===== src/design/glf_pkg.sv =====
package glf_pkg;

  localparam int MaxWidth   = 2048;
  localparam int LineBufs   = 4;
  localparam int AddrW      = $clog2(MaxWidth);
  localparam int SlotW      = $clog2(LineBufs);
  localparam int PixW       = 8;
  localparam int ColW       = 11;
  localparam int RowW       = 12;
  localparam int CfgDataW   = 12;
  localparam int CfgIdxW    = 1;
  localparam int WinN       = 5;

  localparam logic [CfgIdxW-1:0] REG_WIDTH  = 1'd0;
  localparam logic [CfgIdxW-1:0] REG_HEIGHT = 1'd1;

  localparam logic [CfgDataW-1:0] WidthReset  = 12'd640;
  localparam logic [CfgDataW-1:0] HeightReset = 12'd480;
  localparam logic [CfgDataW-1:0] MinSize     = 12'd5;
  localparam logic [CfgDataW-1:0] MaxWidthW   = CfgDataW'(MaxWidth);

  localparam int GreyW = 18;
  localparam logic [9:0] RedWt   = 10'd307;
  localparam logic [9:0] GreenWt = 10'd604;
  localparam logic [9:0] BlueWt  = 10'd113;
  localparam int GreyShift = 10;

  localparam logic [7:0] ClampMax = 8'd255;

  typedef logic [PixW-1:0] pix_t;

  typedef struct packed {
    logic [AddrW-1:0] addr;
    logic [SlotW-1:0] slot;
    logic [ColW-1:0]  column;
    logic [RowW-1:0]  row;
    logic             frame_end;
    logic             produce;
  } pos_t;

  function automatic pix_t grey_of(input pix_t r, input pix_t g, input pix_t b);
    logic [GreyW-1:0] sum;
    sum = GreyW'(r) * GreyW'(RedWt) + GreyW'(g) * GreyW'(GreenWt)
        + GreyW'(b) * GreyW'(BlueWt);
    return sum[GreyShift +: PixW];
  endfunction

endpackage


===== src/design/glf_pos.sv =====
module glf_pos (
  input  logic                           clk_i,
  input  logic                           rst_ni,
  input  logic                           adv_i,
  input  logic [glf_pkg::CfgDataW-1:0]   width_i,
  input  logic [glf_pkg::CfgDataW-1:0]   height_i,
  output glf_pkg::pos_t                  pos_o
);
  import glf_pkg::*;

  logic [ColW-1:0]     col_q, col_d;
  logic [RowW-1:0]     row_q, row_d;
  logic [CfgDataW-1:0] w_eff, h_eff;
  logic [ColW-1:0]     c0;
  logic [RowW-1:0]     r_pre, r0, rn;
  logic [ColW:0]       cn;

  always_comb begin
    if (width_i < MinSize) begin
      w_eff = MinSize;
    end else if (width_i > MaxWidthW) begin
      w_eff = MaxWidthW;
    end else begin
      w_eff = width_i;
    end
    h_eff = (height_i < MinSize) ? MinSize : height_i;

    if ({1'b0, col_q} >= w_eff) begin
      c0    = '0;
      r_pre = row_q + 12'd1;
    end else begin
      c0    = col_q;
      r_pre = row_q;
    end
    r0 = (r_pre >= h_eff) ? '0 : r_pre;

    cn = {1'b0, c0} + 12'd1;
    rn = r0 + 12'd1;
    if (cn >= w_eff) begin
      col_d = '0;
      row_d = (rn >= h_eff) ? '0 : rn;
    end else begin
      col_d = cn[ColW-1:0];
      row_d = r0;
    end

    pos_o.addr      = c0[AddrW-1:0];
    pos_o.slot      = r0[SlotW-1:0];
    pos_o.column    = c0 - 11'd2;
    pos_o.row       = h_eff + 12'd1 - r0;
    pos_o.frame_end = (r0 == h_eff - 12'd1) && ({1'b0, c0} == w_eff - 12'd1);
    pos_o.produce   = (r0 >= 12'd4) && (c0 >= 11'd4);
  end

  always_ff @(posedge clk_i or negedge rst_ni) begin
    if (!rst_ni) begin
      col_q <= '0;
      row_q <= '0;
    end else if (adv_i) begin
      col_q <= col_d;
      row_q <= row_d;
    end
  end
endmodule


===== config.mk =====
export PLATFORM = sky130hd
export DESIGN_NAME = glf_pos
export DESIGN_NICKNAME = d
export VERILOG_FILES = /design/src/design/glf_pkg.sv /design/src/design/glf_pos.sv
export SDC_FILE = /design/constraint.sdc
export NUM_CORES = 1
export LEC_CHECK = 0
export BUFFER_PORTS_ARGS = -buffer_cell sky130_fd_sc_hd__buf_2
export CAP_MARGIN = 20
export CORE_ASPECT_RATIO = 1.1
export CORE_MARGIN = 5
export CORE_UTILIZATION = 40
export CTS_CLUSTER_DIAMETER = 200
export DETAILED_ROUTE_END_ITERATION = 10
export PLACE_DENSITY = 0.63
export RECOVER_POWER = 100
export SKIP_LAST_GASP = 1
export SLEW_MARGIN = 30
export SYNTH_ARGS = -nofsm -noshare
export SYNTH_HDL_FRONTEND = slang
export SYNTH_SLANG_ARGS = --single-unit

===== constraint.sdc =====
create_clock -name clk_i -period 18.4 [get_ports clk_i]
set_input_delay 0.92 -clock clk_i [delete_from_list [all_inputs] [get_ports clk_i]]
set_output_delay 0.92 -clock clk_i [all_outputs]
set_load 0.03 [all_outputs]

; Word-level counts from Yosys, hierarchy flattened
; Index checks and enable logic that the tools add are counted.
[totals]
register_bits = 23
input_bits = 27
out_inout_bits = 38
[classes]
n_addsub = 8
magnitude_cmp = 9
eq_ne = 2
muxes = 9
n_reduce_logical = 2
[op_table]
columns = operator, n
row1 = 2-to-1 mux 12 bit, 7
row2 = "adder 12 x 1 -> 12 bit, second input constant", 3
row3 = greater-or-equal comparator 12 bit, 3
row4 = "< comparator 12 x 3 -> 1 bit, second input constant", 2
row5 = "subtractor 12 x 1 -> 12 bit, second input constant", 2
row6 = 2-to-1 mux 11 bit, 2
row7 = "adder 11 x 1 -> 12 bit, second input constant", 1
row8 = == test 11 x 12 -> 1 bit, 1
row9 = == test 12 bit, 1
row10 = greater-or-equal comparator 11 x 12 -> 1 bit, 1
row11 = "greater-or-equal comparator 12 x 3 -> 1 bit, second input constant", 1
row12 = "greater-than comparator 12 bit, second input constant", 1
row13 = subtractor 12 bit, 1
row14 = "greater-or-equal comparator 11 x 3 -> 1 bit, second input constant", 1
row15 = "subtractor 11 x 2 -> 11 bit, second input constant", 1
row16 = logical AND 1 bit, 2

; Longest topological paths before layout
[logic_depth]
depth_word = 11
depth_mapped = 35
ltp_nobuf = 33

; Worst setup path after synthesis
; No wires, ideal clock.
[synth_timing]
kind = in2out
startpoint = input port width_i[6] in the netlist's numbering
endpoint = output port pos_o[13] in the netlist's numbering
t_arrival_ns = 7.704
required_time_ns = 17.480
setup_slack_ns = 9.776
cell_stages = 35
cell_sequence = nor4_4 nand3b_1 a21oi_1 o21ai_0 inv_1 ha_1 nor2b_1 o21a_1 nor4_4 nor3_1 clkbuf_1 nor3_1 xnor2_1 inv_1 ha_1 nand4_1 o211ai_1 a211oi_1 nor2_1 clkbuf_1 nor2_1 inv_1 ha_1 ha_1 inv_1 fa_1 inv_1 a21oi_1 o21ai_0 a21oi_1 o21bai_1 a21o_1 a21oi_1 o21ai_0 xnor2_1
[synth_rtl]
columns = element, line
row1 = from (decl), glf_pos.sv:5  ; input logic [glf_pkg::CfgDataW-1:0] width_i,
row2 = to (decl), glf_pos.sv:7  ; output glf_pkg::pos_t pos_o

==> impl_metrics.json <==
{
  "cts-root-buf": "clkbuf_16",
  "core_um2": 13100,
  "cp_max_fo": 24,
  "grt_pass1_wl_um": 26600,
  "drtIter0Drc": 435,
  "min_period_ns": 10.46,
  "layout_commonest_cell": "ha_1",
  "worst_hold_slack_ns": 0.618,
  "start_util_pct": 40.5,
  "grtUsageTotal_pct": 20.9,
  "die_y_um": 131,
  "detailed_place_hpwl_um": 13600,
  "drtAntennaViolNets": 0,
  "grt_max_degree": 48,
  "cts_tree": "done",
  "synth-seq-cells": 23,
  "gp_congestion": 0.928,
  "path_delay_family": "simple AND/OR/NAND/NOR gates",
  "clockBufferDepth": 2,
  "syn_area_um2": 5300,
  "cts.sinks": 23,
  "wire_per_inst_um": 18.2,
  "hp-class": "flip-flop to flip-flop",
  "yosysSeqAreaShare_pct": 10.9,
  "postCtsSetupRepairBufs": 0,
  "worst_ep_required_time_ns": 17.48,
  "crit_type": "primary input to output pin",
  "synth_cell_types": 86,
  "antenna_cells": 0,
  "finalClockSkew_ns": 0.00299,
  "fmax_mhz": 95.6,
  "finalWirelength_um": 16500,
  "status": "finished, final reports clean",
  "final_nets": 853,
  "hold_buffers": 0,
  "rows": 44,
  "max-cap-violations": 0,
  "numCtsBuffers": 3,
  "port_buffers": 64,
  "yosys_warnings": 0,
  "critPathSlowestCell": "nor4_1",
  "post_cts_resized": 0,
  "ys_dominant_reg_cell": "dfrtp_1",
  "boundaryPins": 65,
  "die-area_um2": 15700,
  "slew_headroom_pct": 6.69,
  "synth_top_cell_area_share_pct": 18.2,
  "path_buf_inv": 6,
  "synth_area_leaders": "ha_1 18%, dfrtp_1 11%, xnor2_1 9.1%",
  "place_ws_ns": 9.09,
  "rsz0062_at_grt": "no",
  "syn_avg_cell_area_um2": 7.38,
  "worst_slack_ns": 7.94,
  "antenna_found_initial": 0,
  "drive_above_1_share_pct": 8.57,
  "finalHoldViolations": 0,
  "cp-start-kind": "primary input",
  "finalCritPeriodShare_pct": 56.8,
  "cpMostUsedCell": "o21ai_0",
  "final_max_slew_viol_count": 0,
  "synthCells": 718,
  "vias": 5415,
  "synthesis.nets": 823,
  "critPathCaptureType": "output pin",
  "clk_latency_ns": 0.26,
  "crit_arrival_ns": 9.54,
  "die_w_um": 120,
  "layout_common_cells": "77 x ha_1, 63 x inv_1, 62 x nand2_1",
  "setup_viol": 0,
  "syn_to_final_growth_pct": 6.47,
  "ys_async_sr_fraction_pct": 100,
  "via_per_inst": 5.96,
  "drt_pass1_iterations": 5,
  "worst_slew_pin_slew_ns": 1.40,
  "grt_overflow_total": 0,
  "synth_edf_count": 0,
  "synth_top_cell_by_area": "ha_1",
  "fin_tns_setup_ns": 0,
  "cpPeakStageDelay_ns": 0.70,
  "clk_pin_slew_ns": 0.06,
  "grt_pass1_vias": 5297,
  "htree_levels": 1,
  "route.detailed.drc": 0
}
final cells by class:
type                       count  area, um2
fill                        1346       7460
clock buffer                   4       78.8
multi-input combinational    585       4250
inverter                      67        251
timing repair buffer          68        292
tap                          161        201
sequential                    23        576
stage by stage:
stage               cells  util, %  area [um2]
floorplan             718        -        5300
global placement      904     43.3        5680
detailed placement    904     43.3        5680
CTS                   908     43.9        5760
global route          908     43.1        5640
finish                908     43.1        5640
worst reg2reg max path, stage by stage (launching register included):
cell and delay [ns]:
dfrtp_1 0.44, ha_1 0.32, o21ai_0 0.20, nor2b_1 0.54, or4_1 0.28, nand3_1 0.70, xnor2_1 0.53, ha_1 0.29
nor3b_1 0.21, o21ai_0 0.13, a211oi_1 0.39, nor2_1 0.09, clkbuf_1 0.35, nor2_1 0.44, ha_1 0.24, inv_1 0.06
nor2_1 0.20, nand4b_1 0.24, nor3_1 0.44, xnor2_1 0.17, ha_1 0.26, a21o_1 0.16, a221oi_1 0.27, clkbuf_1 0.41
nor2b_1 0.58, or3b_1 0.42, a41oi_1 0.21
kinds of logic (layout without fill, tap and decap cells):
group                    Yosys count  count (layout)  share of synthesized area [%]
buffers and inverters            110             139                           8.28
AND/OR/NAND/NOR                  271             271                           28.2
multiplexers                      12              12                           2.38
adder cells (fa/ha/maj)           78              78                           18.6
AO/OA/AOI/OAI                    161             161                           21.2
XOR/XNOR                          63              63                           10.5
flip-flops                        23              23                           10.9
metal layers:
metal | wire, um | vias up | part of all wire, % | GRT usage (%)
li1 | - | 2645 | - | -
met1 | 6730 | 2511 | 41 | 24.9
met2 | 8210 | 225 | 50 | 39.2
met3 | 1070 | 34 | 6.5 | 2.54
met4 | 486 | 0 | 2.9 | 6.81
met5 | 0 | - | 0 | 0
path summary, 6_finish.rpt:
kind	end	slack (ns)	startpoint	cells past startpoint
setup / recovery	pos_o[13]	7.94	width_i[6]	31
hold / removal	col_q[0]	0.62	col_q[0]	2
setup reg to reg	row_q[11]	9.75	col_q[2]	26
hold reg to reg	col_q[0]	0.62	col_q[0]	2
max in group asynchronous	row_q[7]	16.66	rst_ni	1
min in group asynchronous	col_q[10]	0.95	rst_ni	1
flip-flops by register name, summed over array words and instances, names as in the netlist:
register and count:
row_q 12, col_q 11
synth_stat cells (11+ instances only):
master,instances
nand4_1,12
nor2_1,59
o21ai_0,29
nand3_1,27
inv_1,63
nor3_1,21
dfrtp_1,23
nand2_1,62
xnor2_1,55
and3_1,11
a21oi_1,39
ha_1,77
clkbuf_1,28
nor4_1,13
Power is not shown: default switching activity piles up to over one toggle a cycle in this logic, so the estimate is an artifact.
