$ cat src/design/glf_pkg.sv
package glf_pkg;

  localparam int MaxWidth   = 2048;
  localparam int LineBufs   = 4;
  localparam int AddrW      = $clog2(MaxWidth);
  localparam int SlotW      = $clog2(LineBufs);
  localparam int PixW       = 8;
  localparam int ColW       = 11;
  localparam int RowW       = 12;
  localparam int CfgDataW   = 12;
  localparam int CfgIdxW    = 1;
  localparam int WinN       = 5;

  localparam logic [CfgIdxW-1:0] REG_WIDTH  = 1'd0;
  localparam logic [CfgIdxW-1:0] REG_HEIGHT = 1'd1;

  localparam logic [CfgDataW-1:0] WidthReset  = 12'd640;
  localparam logic [CfgDataW-1:0] HeightReset = 12'd480;
  localparam logic [CfgDataW-1:0] MinSize     = 12'd5;
  localparam logic [CfgDataW-1:0] MaxWidthW   = CfgDataW'(MaxWidth);

  localparam int GreyW = 18;
  localparam logic [9:0] RedWt   = 10'd307;
  localparam logic [9:0] GreenWt = 10'd604;
  localparam logic [9:0] BlueWt  = 10'd113;
  localparam int GreyShift = 10;

  localparam logic [7:0] ClampMax = 8'd255;

  typedef logic [PixW-1:0] pix_t;

  typedef struct packed {
    logic [AddrW-1:0] addr;
    logic [SlotW-1:0] slot;
    logic [ColW-1:0]  column;
    logic [RowW-1:0]  row;
    logic             frame_end;
    logic             produce;
  } pos_t;

  function automatic pix_t grey_of(input pix_t r, input pix_t g, input pix_t b);
    logic [GreyW-1:0] sum;
    sum = GreyW'(r) * GreyW'(RedWt) + GreyW'(g) * GreyW'(GreenWt)
        + GreyW'(b) * GreyW'(BlueWt);
    return sum[GreyShift +: PixW];
  endfunction

endpackage

$ cat src/design/glf_window.sv
module glf_window (
  input  logic                        clk_i,
  input  logic                        rst_ni,
  input  logic                        shift_i,
  input  glf_pkg::pix_t               line_i [glf_pkg::LineBufs],
  input  logic [glf_pkg::SlotW-1:0]   slot_i,
  input  glf_pkg::pix_t               grey_i,
  output glf_pkg::pix_t               score_o
);
  import glf_pkg::*;

  pix_t win_q [WinN][WinN];
  logic [11:0] centre, neg, diff;

  always_ff @(posedge clk_i or negedge rst_ni) begin
    if (!rst_ni) begin
      for (int y = 0; y < WinN; y++) begin
        for (int x = 0; x < WinN; x++) begin
          win_q[y][x] <= '0;
        end
      end
    end else if (shift_i) begin
      for (int y = 0; y < WinN; y++) begin
        for (int x = 0; x < WinN - 1; x++) begin
          win_q[y][x] <= win_q[y][x+1];
        end
      end
      for (int y = 0; y < WinN - 1; y++) begin
        win_q[y][WinN-1] <= line_i[slot_i + SlotW'(y)];
      end
      win_q[WinN-1][WinN-1] <= grey_i;
    end
  end

  always_comb begin
    centre = {win_q[2][2], 4'b0000};
    neg = 12'(win_q[1][1]) + 12'(win_q[1][3]) + 12'(win_q[3][1]) + 12'(win_q[3][3])
        + {3'b000, win_q[1][2], 1'b0} + {3'b000, win_q[2][1], 1'b0}
        + {3'b000, win_q[2][3], 1'b0} + {3'b000, win_q[3][2], 1'b0}
        + 12'(win_q[0][2]) + 12'(win_q[2][0]) + 12'(win_q[2][4]) + 12'(win_q[4][2]);
    diff = centre - neg;
    if (neg >= centre) begin
      score_o = '0;
    end else if (diff > 12'(ClampMax)) begin
      score_o = ClampMax;
    end else begin
      score_o = diff[PixW-1:0];
    end
  end
endmodule

$ cat config.mk
export PLATFORM = sky130hd
export DESIGN_NAME = glf_window
export DESIGN_NICKNAME = d
export VERILOG_FILES = /design/src/design/glf_pkg.sv /design/src/design/glf_window.sv
export SDC_FILE = /design/constraint.sdc
export NUM_CORES = 1
export LEC_CHECK = 0
export BUFFER_PORTS_ARGS = -buffer_cell sky130_fd_sc_hd__buf_4
export CORE_ASPECT_RATIO = 1.75
export CORE_MARGIN = 5
export CORE_UTILIZATION = 62
export CTS_BUF_LIST = sky130_fd_sc_hd__clkbuf_8 sky130_fd_sc_hd__clkbuf_16
export DETAILED_ROUTE_END_ITERATION = 8
export HOLD_SLACK_MARGIN = 0.12
export PLACE_DENSITY_LB_ADDON = 0.05
export SYNTH_ARGS = -nofsm -noshare
export SYNTH_HDL_FRONTEND = slang
export SYNTH_SLANG_ARGS = --single-unit
$ cat constraint.sdc
create_clock -name clk_i -period 9.4 [get_ports clk_i]
set_input_delay 0.94 -clock clk_i [delete_from_list [all_inputs] [get_ports clk_i]]
set_output_delay 0.94 -clock clk_i [all_outputs]
set_load 0.01 [all_outputs]
Word-level counts from Yosys, hierarchy flattened

Cells that the tools add are included.

Add/sub/neg operators: 15
Reductions and logical operators: 0
Order comparisons: 6
Div/mod/pow operators: 0
Shift operators: 0
$mul: 0
Bitwise logic cells: 4
Multiplexer cells: 14
Eq/ne operators: 0

Operators with widths:

| operator                                                  | number |
|---|---|
| 2-to-1 mux 8 bit                                          | 10 |
| binary-select mux 8 bit (select 2 bit)                    | 4 |
| adder 12 x 8 -> 12 bit                                    | 4 |
| adder 12 x 9 -> 12 bit                                    | 3 |
| adder 11 x 9 -> 12 bit                                    | 1 |
| greater-or-equal comparator 12 bit                        | 1 |
| greater-or-equal comparator 3 bit (second input constant) | 4 |
| > comparator 12 x 8 -> 1 bit (second input constant)      | 1 |
| inverter 2 -> 3 bit                                       | 4 |
| subtractor 12 bit                                         | 1 |
| adder 10 x 8 -> 11 bit                                    | 1 |
| adder 9 x 8 -> 10 bit                                     | 1 |
| adder 8 x 8 -> 9 bit                                      | 1 |
| adder 2 bit (second input constant)                       | 2 |
| adder 2 x 1 -> 2 bit (second input constant)              | 1 |

Memories kept: 0
Bits in latches: 0
Bits in read-only memories: 0
Bits of input ports: 45
Memory bits (writable): 0
Logic and storage cells: 58
Register bits after elaboration: 152

Depth between registers and ports, before layout

Gate-level depths: netlist of run 1.

Depth after elaboration: 15
Gate-level depth with buffers: 24
Mapped depth without buffers: 23

Least setup slack after synthesis of run 1

Ideal clock, no wire load.

Path kind: reg2out
Start point: register win_q[106] (netlist bit)
End point: output score_o[2]
Slack: 2,492 ps
Stages on the path, launching flop included: 22
Buffers on the path: 1
Data required time: 8,460 ps
Arrival time: 5,968 ps
Path through: dfrtp_1 -> fa_1 -> inv_1 -> fa_1 -> inv_1 -> fa_1 -> fa_1 -> fa_1 -> ha_1 -> fa_1 -> a21o_1 -> a21oi_1 -> o21bai_1 -> a21oi_1 -> xor2_1 -> ha_1 -> clkbuf_1 -> nand3_1 -> o311ai_2 -> xor2_1 -> a2111oi_4 -> a31oi_1

Longest elaborated chain between the ends: 11
Elaborated cells on any way between the ends: 12
Those cells by class: add/sub: 8; order compare: 2; mux: 2

Ends and longest elaborated chain:

| element                               | line             | text |
|---|---|---|
| start, declared                       | glf_window.sv:12 | `pix_t win_q [WinN][WinN];` |
| start signal, assigned by index       | glf_window.sv:25 | `win_q[y][x] <= win_q[y][x+1];` |
| start signal, assigned by index       | glf_window.sv:29 | `win_q[y][WinN-1] <= line_i[slot_i + SlotW'(y)];` |
| start signal, assigned by index       | glf_window.sv:31 | `win_q[WinN-1][WinN-1] <= grey_i;` |
| adder 12 x 9 -> 12 bit *              | glf_window.sv:38 | `+ {3'b000, win_q[1][2], 1'b0} + {3'b000, win_q[2][1], 1'b0}` |
| adder 12 x 9 -> 12 bit * (2 in a row) | glf_window.sv:39 | `+ {3'b000, win_q[2][3], 1'b0} + {3'b000, win_q[3][2], 1'b0}` |
| adder 12 x 8 -> 12 bit * (4 in a row) | glf_window.sv:40 | `+ 12'(win_q[0][2]) + 12'(win_q[2][0]) + 12'(win_q[2][4]) + 12'(win_q[4][2]);` |
| subtractor 12 bit                     | glf_window.sv:41 | `diff = centre - neg;` |
| > comparator 12 x 8 -> 1 bit          | glf_window.sv:44 | `end else if (diff > 12'(ClampMax)) begin` |
| 2-to-1 mux 8 bit                      | glf_window.sv:44 |  |
| 2-to-1 mux 8 bit *                    | glf_window.sv:42 | `if (neg >= centre) begin` |
| end, declared                         | glf_window.sv:8  | `output glf_pkg::pix_t score_o` |

Mark *: on every way between the ends. The rest lies on a longest branch, timed or not.

Final worst setup path of run 1

Start point: register win_q[51] (netlist bit)
End point: output score_o[3]

Longest elaborated chain between the ends: 13
Elaborated cells on any way between the ends: 14
Those cells by class: add/sub: 10; order compare: 2; mux: 2

Ends and longest elaborated chain:

| element                               | line             | text |
|---|---|---|
| adder 10 x 8 -> 11 bit *              | glf_window.sv:37 | `neg = 12'(win_q[1][1]) + 12'(win_q[1][3]) + 12'(win_q[3][1]) + 12'(win_q[3][3])` |
| adder 11 x 9 -> 12 bit *              | glf_window.sv:38 |  |
| adder 12 x 9 -> 12 bit *              | glf_window.sv:38 |  |
| adder 12 x 9 -> 12 bit * (2 in a row) | glf_window.sv:39 |  |
| adder 12 x 8 -> 12 bit * (4 in a row) | glf_window.sv:40 |  |
| subtractor 12 bit                     | glf_window.sv:41 |  |
| > comparator 12 x 8 -> 1 bit          | glf_window.sv:44 |  |
| 2-to-1 mux 8 bit                      | glf_window.sv:44 |  |
| 2-to-1 mux 8 bit *                    | glf_window.sv:42 |  |

Marked as above.

==> results.md, run 1 <==
- Top-count cell post-synth: dfrtp_1
- CP peak stage delay: 520 ps
- # clock sinks: between 150 and 200
- Max cap viols: 0
- Crit start category: flop
- Synth top area cells: dfrtp_1, fa_1, mux2_2
- Vias in the first global route: 6,095
- Starting Density: 0.6316
- Synth unique cells: 40
- Fin nets: 911
- Root buffer cell: clkbuf_16
- Drt pass-1 iters: 4
- Final wirelength: 17.11 mm
- Die width: just over 100 um
- Final Hold Fails: 0
- Area of the multi-input gates: 4746 um2
- Antenna violations before repair: 0
- # resized after CTS: 0
- Register Area: 3804 um2
- Area of the mapped netlist: 9075 um2
- CP dominant cell by count: fa_1
- Via density per instance: 5.563
- Tcrit/Tclk final: 0.8323
- Post-route insts no fill: 956
- Post-Synthesis Net Count: between 800 and 900
- Crit. End Element: primary output
- Placement Rows: 58
- Total gr overflow: 0
- Dpl cells: just over 900
- Clock slew at reported path FFs: 70 ps
- CP max-delay cell: fa_1
- Post-Syn Area per Cell: 12.59 um2
- Worst-path cell chain: inv_1 -> fa_1 -> inv_1 -> fa_1 -> fa_1 -> fa_1 -> fa_1 -> ha_1 -> fa_1 -> a21o_1 -> a21oi_1 -> o21bai_1 -> a21oi_1 -> xor2_1 -> ha_1 -> nand2_1 -> a2bb2oi_1 -> o311ai_2 -> xor2_1 -> a2111oi_4 -> a31oi_1 -> buf_4
- Final ANT Viol Nets: 0
- Status: complete, no violations
- CTS tree: built
- Clk buf depth: 2
- Yosys reg bits: 152
- Critical path type: reg2out
- Post-synth EDFFs: 0
- Antenna Cells: 0
- Primary FF master, synth: dfrtp_1
- Post-CTS Setup Inserts: 0
- CTS hold repair buffers: 0
- Tmin final: 7824 ps
- Setup violations, final: 0
- Crit path buf inv count: 3
- Routed vias: between 5,000 and 6,000
- Worst EP required: about 8500 ps
- H-tree level count: 4
- Die footprint: about 17,000 um2
- Die height: 170.0 um
- Crit path DAT: 6880 ps
- Pin count of the biggest net entering global routing: 101
- Critical Path Fanout Max: 8
- Relative slew slack: 0.3549
- Layout cells sized above 1: 0.3015
- First-pass GRT wire length: 29.66 mm
- Seq/Total Area, Yosys: 0.4191
- Drt wl/cell: ~18 um
- Post-synth top area share: 0.4191
- Core area: 14,370 um2
- Area Growth Syn to Fin: 12.23%
- Yosys synthesis warning count: 0
- GP Congestion: about 0.80
- CTS Buf Count: 17
- Top delay family on crit path: adder cells
- Synth cell count leaders: dfrtp_1, mux2_2, inv_1
- Slew @ Worst Pin: 967.7 ps
- Post-detail-place hpwl: 12.91 mm
- Fillcell total: 1,038
- Synthesized instance count: 721
- Total GRT Usage: 0.2229
- Final Max Tran Viols: 0
- Hold Path Class: reg2reg
- DR DRC count: 0
- Setup TNS: 0 ps
- Async SR Flop Fraction: 1.000
- PortBufs: 52
- FMAX: ~130 MHz
- Detailed Route Iter0 Violations: 152
- RSZ-0062 raised after global routing: false
- Synth area leader: dfrtp_1
- Skew final: 10.48 ps
- # IOs: 53
- Clock Latency Late Sink: 420 ps
-- worst min-delay path: stages, from the launching register on --
cell     delay (ps)
dfrtp_1         340
nand2_1          50
o21ai_0          60
-- final timing paths --
check | startpoint | to | slack [ps] | depth (start not counted)
max in group asynchronous | rst_ni | centre[11] | 7500 | 2
min in group asynchronous | rst_ni | win_q[121] | 580 | 1
hold / removal | win_q[57] | win_q[65] | 480 | 2
hold reg to reg | win_q[57] | win_q[65] | 480 | 2
setup reg to reg | win_q[22] | win_q[22] | 8540 | 1
setup / recovery | win_q[51] | score_o[3] | 1580 | 22
-- registers in the layout (all words and copies together) (netlist names) --
register / cells
centre: 8
win_q: 144
-- cell usage in the layout, fill, tap and decap left out, types with 16 or more instances in the layout --
| master | Yosys | layout |
|---|---|---|
| a21oi_1 | 19 | 19 |
| clkbuf_16 | 0 | 17 |
| nand2_1 | 45 | 45 |
| o21ai_0 | 43 | 43 |
| buf_4 | 0 | 52 |
| ha_1 | 26 | 26 |
| dfrtp_1 | 152 | 152 |
| mux2_2 | 127 | 127 |
| fa_1 | 77 | 77 |
| mux4_2 | 16 | 16 |
| inv_1 | 108 | 108 |
-- per-stage QoR --
step,setup WS [ps],cell area [um2],util,hold slack (ps)
after CTS,1503,10180,0.7088,477.7
after detailed placement,1982,9593,0.6676,466.6
after floorplan,2492,9075,-,449.2
final,1576,10180,0.7088,482.0
after global routing,1150,10180,0.7088,507.3
after global placement,2260,9593,0.6676,454.9
-- kinds of logic after synthesis --
group | share of synthesized area
DFF | 0.4191
and+or+nand+nor | 0.03488
muxes | 0.2061
xor gates and xnor gates | 0.01737
AOI/OAI and AO/OA | 0.05888
buffers and inverters | 0.05791
adders and majority gates | 0.2057
-- metal layers --
layer,up-vias,wire length (um),global-route usage,share of wire
met5,-,0,0,0
met2,92,9580,0.3962,0.56
met3,31,451,0.03445,0.026
met4,0,596,0.1024,0.035
met1,2717,6481,0.2610,0.38
li1,2478,-,-,-
-- layout make-up --
cell class	count	share of cell area
Timing Repair Buffer	54	0.04054
Multi-Input combinational cell	430	0.4660
Tap cell	180	0.02211
Clock inverter	14	0.01499
Clock buffer	18	0.04312
Inverter	108	0.03980
Sequential cell	152	0.3735
Power of run 1 is not shown: default switching activity piles up to over one toggle a cycle in this logic, so the estimate is an artifact.
==> run 2: changes to the inputs <==
--- a/config.mk
+++ b/config.mk
@@ -5,10 +5,11 @@
 export SDC_FILE = /design/constraint.sdc
 export NUM_CORES = 1
 export LEC_CHECK = 0
+export ABC_AREA = 1
 export BUFFER_PORTS_ARGS = -buffer_cell sky130_fd_sc_hd__buf_4
 export CORE_ASPECT_RATIO = 1.75
 export CORE_MARGIN = 5
-export CORE_UTILIZATION = 62
+export CORE_UTILIZATION = 56
 export CTS_BUF_LIST = sky130_fd_sc_hd__clkbuf_8 sky130_fd_sc_hd__clkbuf_16
 export DETAILED_ROUTE_END_ITERATION = 8
 export HOLD_SLACK_MARGIN = 0.12
==> constraint.sdc (replaced) <==
create_clock -name clk_i -period 6.36 [get_ports clk_i]
set_input_delay 0.636 -clock clk_i [delete_from_list [all_inputs] [get_ports clk_i]]
set_output_delay 0.636 -clock clk_i [all_outputs]
set_load 0.01 [all_outputs]
==> results.md, run 2 <==
- Async SR Flop Fraction: 1.000
- Hold Path Class: in2async
- Area of the multi-input gates: ~4700 um2
- Primary FF master, synth: dfrtp_1
- Status: complete, but fails checks
- Tmin final: roughly 6500 ps
- Final hold slack: a little under 300 ps
- Tcrit/Tclk final: 1.017
- Clk buf depth: 2
- Routed vias: 6,448
- CTS hold repair buffers: 0
- Critical Path Fanout Max: 8
- Synth unique cells: 34
- Critical path type: reg2out
- Slew @ Worst Pin: 967.8 ps
- Crit. End Element: primary output
- Post-synth EDFFs: 0
- Final ANT Viol Nets: 0
- Layout cells sized above 1: 0.1605
- Yosys reg bits: 152
- Top-count cell post-synth: inv_1
- H-tree level count: 4
- Util after Layout: 0.6531
- Post-Synthesis Net Count: 1,144
- Crit start category: flop
- Setup violations, final: 8
- Detailed Route Iter0 Violations: 242
- First-pass GRT wire length: 32.09 mm
- Worst slack, placed: 28.02 ps
- Fillcell total: 1,411
- FMAX: 154.6 MHz
- CTS tree: built
- Post-detail-place hpwl: 14.60 mm
- Final worst slack: -109.7 ps
- Crit path DAT: 5830 ps
- CTS Buf Count: 17
- Area Growth Syn to Fin: 15.18%
- Synth top area cells: dfrtp_1, fa_1, inv_1
- Worst EP required: 5720 ps
- Starting Density: 0.5671
- # clock sinks: 152
- Most flops, register: win_q
- Synth cell count leaders: inv_1, dfrtp_1, nand2_1
- Post-synth top area share: 0.4118
- Via density per instance: around 5.2
- Area of the mapped netlist: around 9000 um2
- Clock Latency Late Sink: 420 ps
- Vias in the first global route: about 6,700
- Failing checks: negative setup slack
- Synthesized instance count: 996
- Relative slew slack: 0.3548
- DR DRC count: 0
- Antenna violations before repair: 0
- Post-Syn Area per Cell: 9.275 um2
- Seq/Total Area, Yosys: 0.4118
- Commonest cells after routing, fill and taps aside: inv_1, dfrtp_1, nand2_1
- # IOs: 53
- Register Area: 3805 um2
- GP Congestion: 0.8294
- Placement Rows: 62
- Total gr overflow: 0
- Yosys synthesis warning count: 0
- PortBufs: 52
- Final Hold Fails: 0
- Clock slew at reported path FFs: 70 ps
- Drt pass-1 iters: 4
- RSZ-0062 raised after global routing: true
- Commonest non-fill, non-tap cell in the layout: inv_1
- Max reg flops: 144
- Die footprint: 19,270 um2
- Setup TNS: -741.8 ps
- Fin nets: 1,194
- Final Max Tran Viols: 0
- Die height: between 150 and 200 um
- Drt wl/cell: 15.32 um
- Antenna Cells: 0
- Final wirelength: 19.16 mm
- Core area: approximately 16,000 um2
- Skew final: 19.19 ps
- Die width: 107.1 um
- Root buffer cell: clkbuf_16
- Synth area leader: dfrtp_1
- Total GRT Usage: 0.2126
- Pin count of the biggest net entering global routing: 168
- Max cap viols: 0
run 2: critical path, stage by stage (launching register included):
cell and delay [ps]:
dfrtp_1 410, fa_1 550, inv_2 40, fa_1 490
inv_2 40, fa_1 560, fa_1 430, fa_1 490
ha_4 190, fa_2 350, buf_4 140, buf_4 120
xnor2_1 110, ha_1 340, nand2_1 110, inv_2 50
nand3_1 90, nand2_2 100, nand2_2 80, nand2_1 60
nand2_2 90, nand2_4 70, nor2_8 190, nand3_2 100
nand2_2 70, inv_2 30, buf_6 100
run 2: kinds of logic (layout without fill, tap and decap cells):
| family | after synthesis | count (layout) | share of synthesized area |
|---|---|---|---|
| flops | 152 | 152 | 0.4118 |
| buf+inv | 234 | 297 | 0.09996 |
| mux | 32 | 32 | 0.03522 |
| xor+xnor | 12 | 12 | 0.01341 |
| simple gates | 279 | 279 | 0.1284 |
| fa+ha+maj | 103 | 103 | 0.2021 |
| compound gates | 184 | 184 | 0.1092 |
run 2: worst paths after layout:
| kind | startpoint | end | cells after the start | slack [ps] |
|---|---|---|---|---|
| setup reg to reg | win_q[133] | win_q[133] | 3 | 5410 |
| setup / recovery | win_q[115] | score_o[1] | 26 | -110 |
| hold reg to reg | win_q[59] | win_q[67] | 2 | 480 |
| max in group asynchronous | rst_ni | win_q[63] | 2 | 4780 |
| hold / removal | rst_ni | win_q[168] | 1 | 290 |
| min in group clk_i | grey_i[2] | win_q[2] | 3 | 420 |
run 2: timing repair:
action / in CTS / in global routing
buffers inserted: 8 / 2
gates resized for setup: 34 / 17
setup endpoints to repair: 8 / 8
pin swaps: 33 / 26
run 2: metal layers:
metal	track usage	up-vias	share of wire
li1	-	3192	-
met1	0.2461	3147	0.38
met2	0.3903	83	0.57
met3	0.02943	26	0.021
met4	0.08193	0	0.028
met5	0	-	0
run 2: final cells by class:
type / instances / area share
Multi-Input combinational cell: 610 / 0.4398
Sequential cell: 152 / 0.3576
Inverter: 192 / 0.06773
Timing Repair Buffer: 73 / 0.05762
Clock buffer: 17 / 0.03998
Tap cell: 192 / 0.02258
Clock inverter: 15 / 0.01470
run 2: stage by stage:
stage | instances | cell area (um2)
finish | 1251 | 10640
global route | 1251 | 10640
CTS | 1249 | 10570
detailed placement | 1209 | 9771
global placement | 1209 | 9771
floorplan | 996 | 9238
Power of run 2 is left out for the same reason.
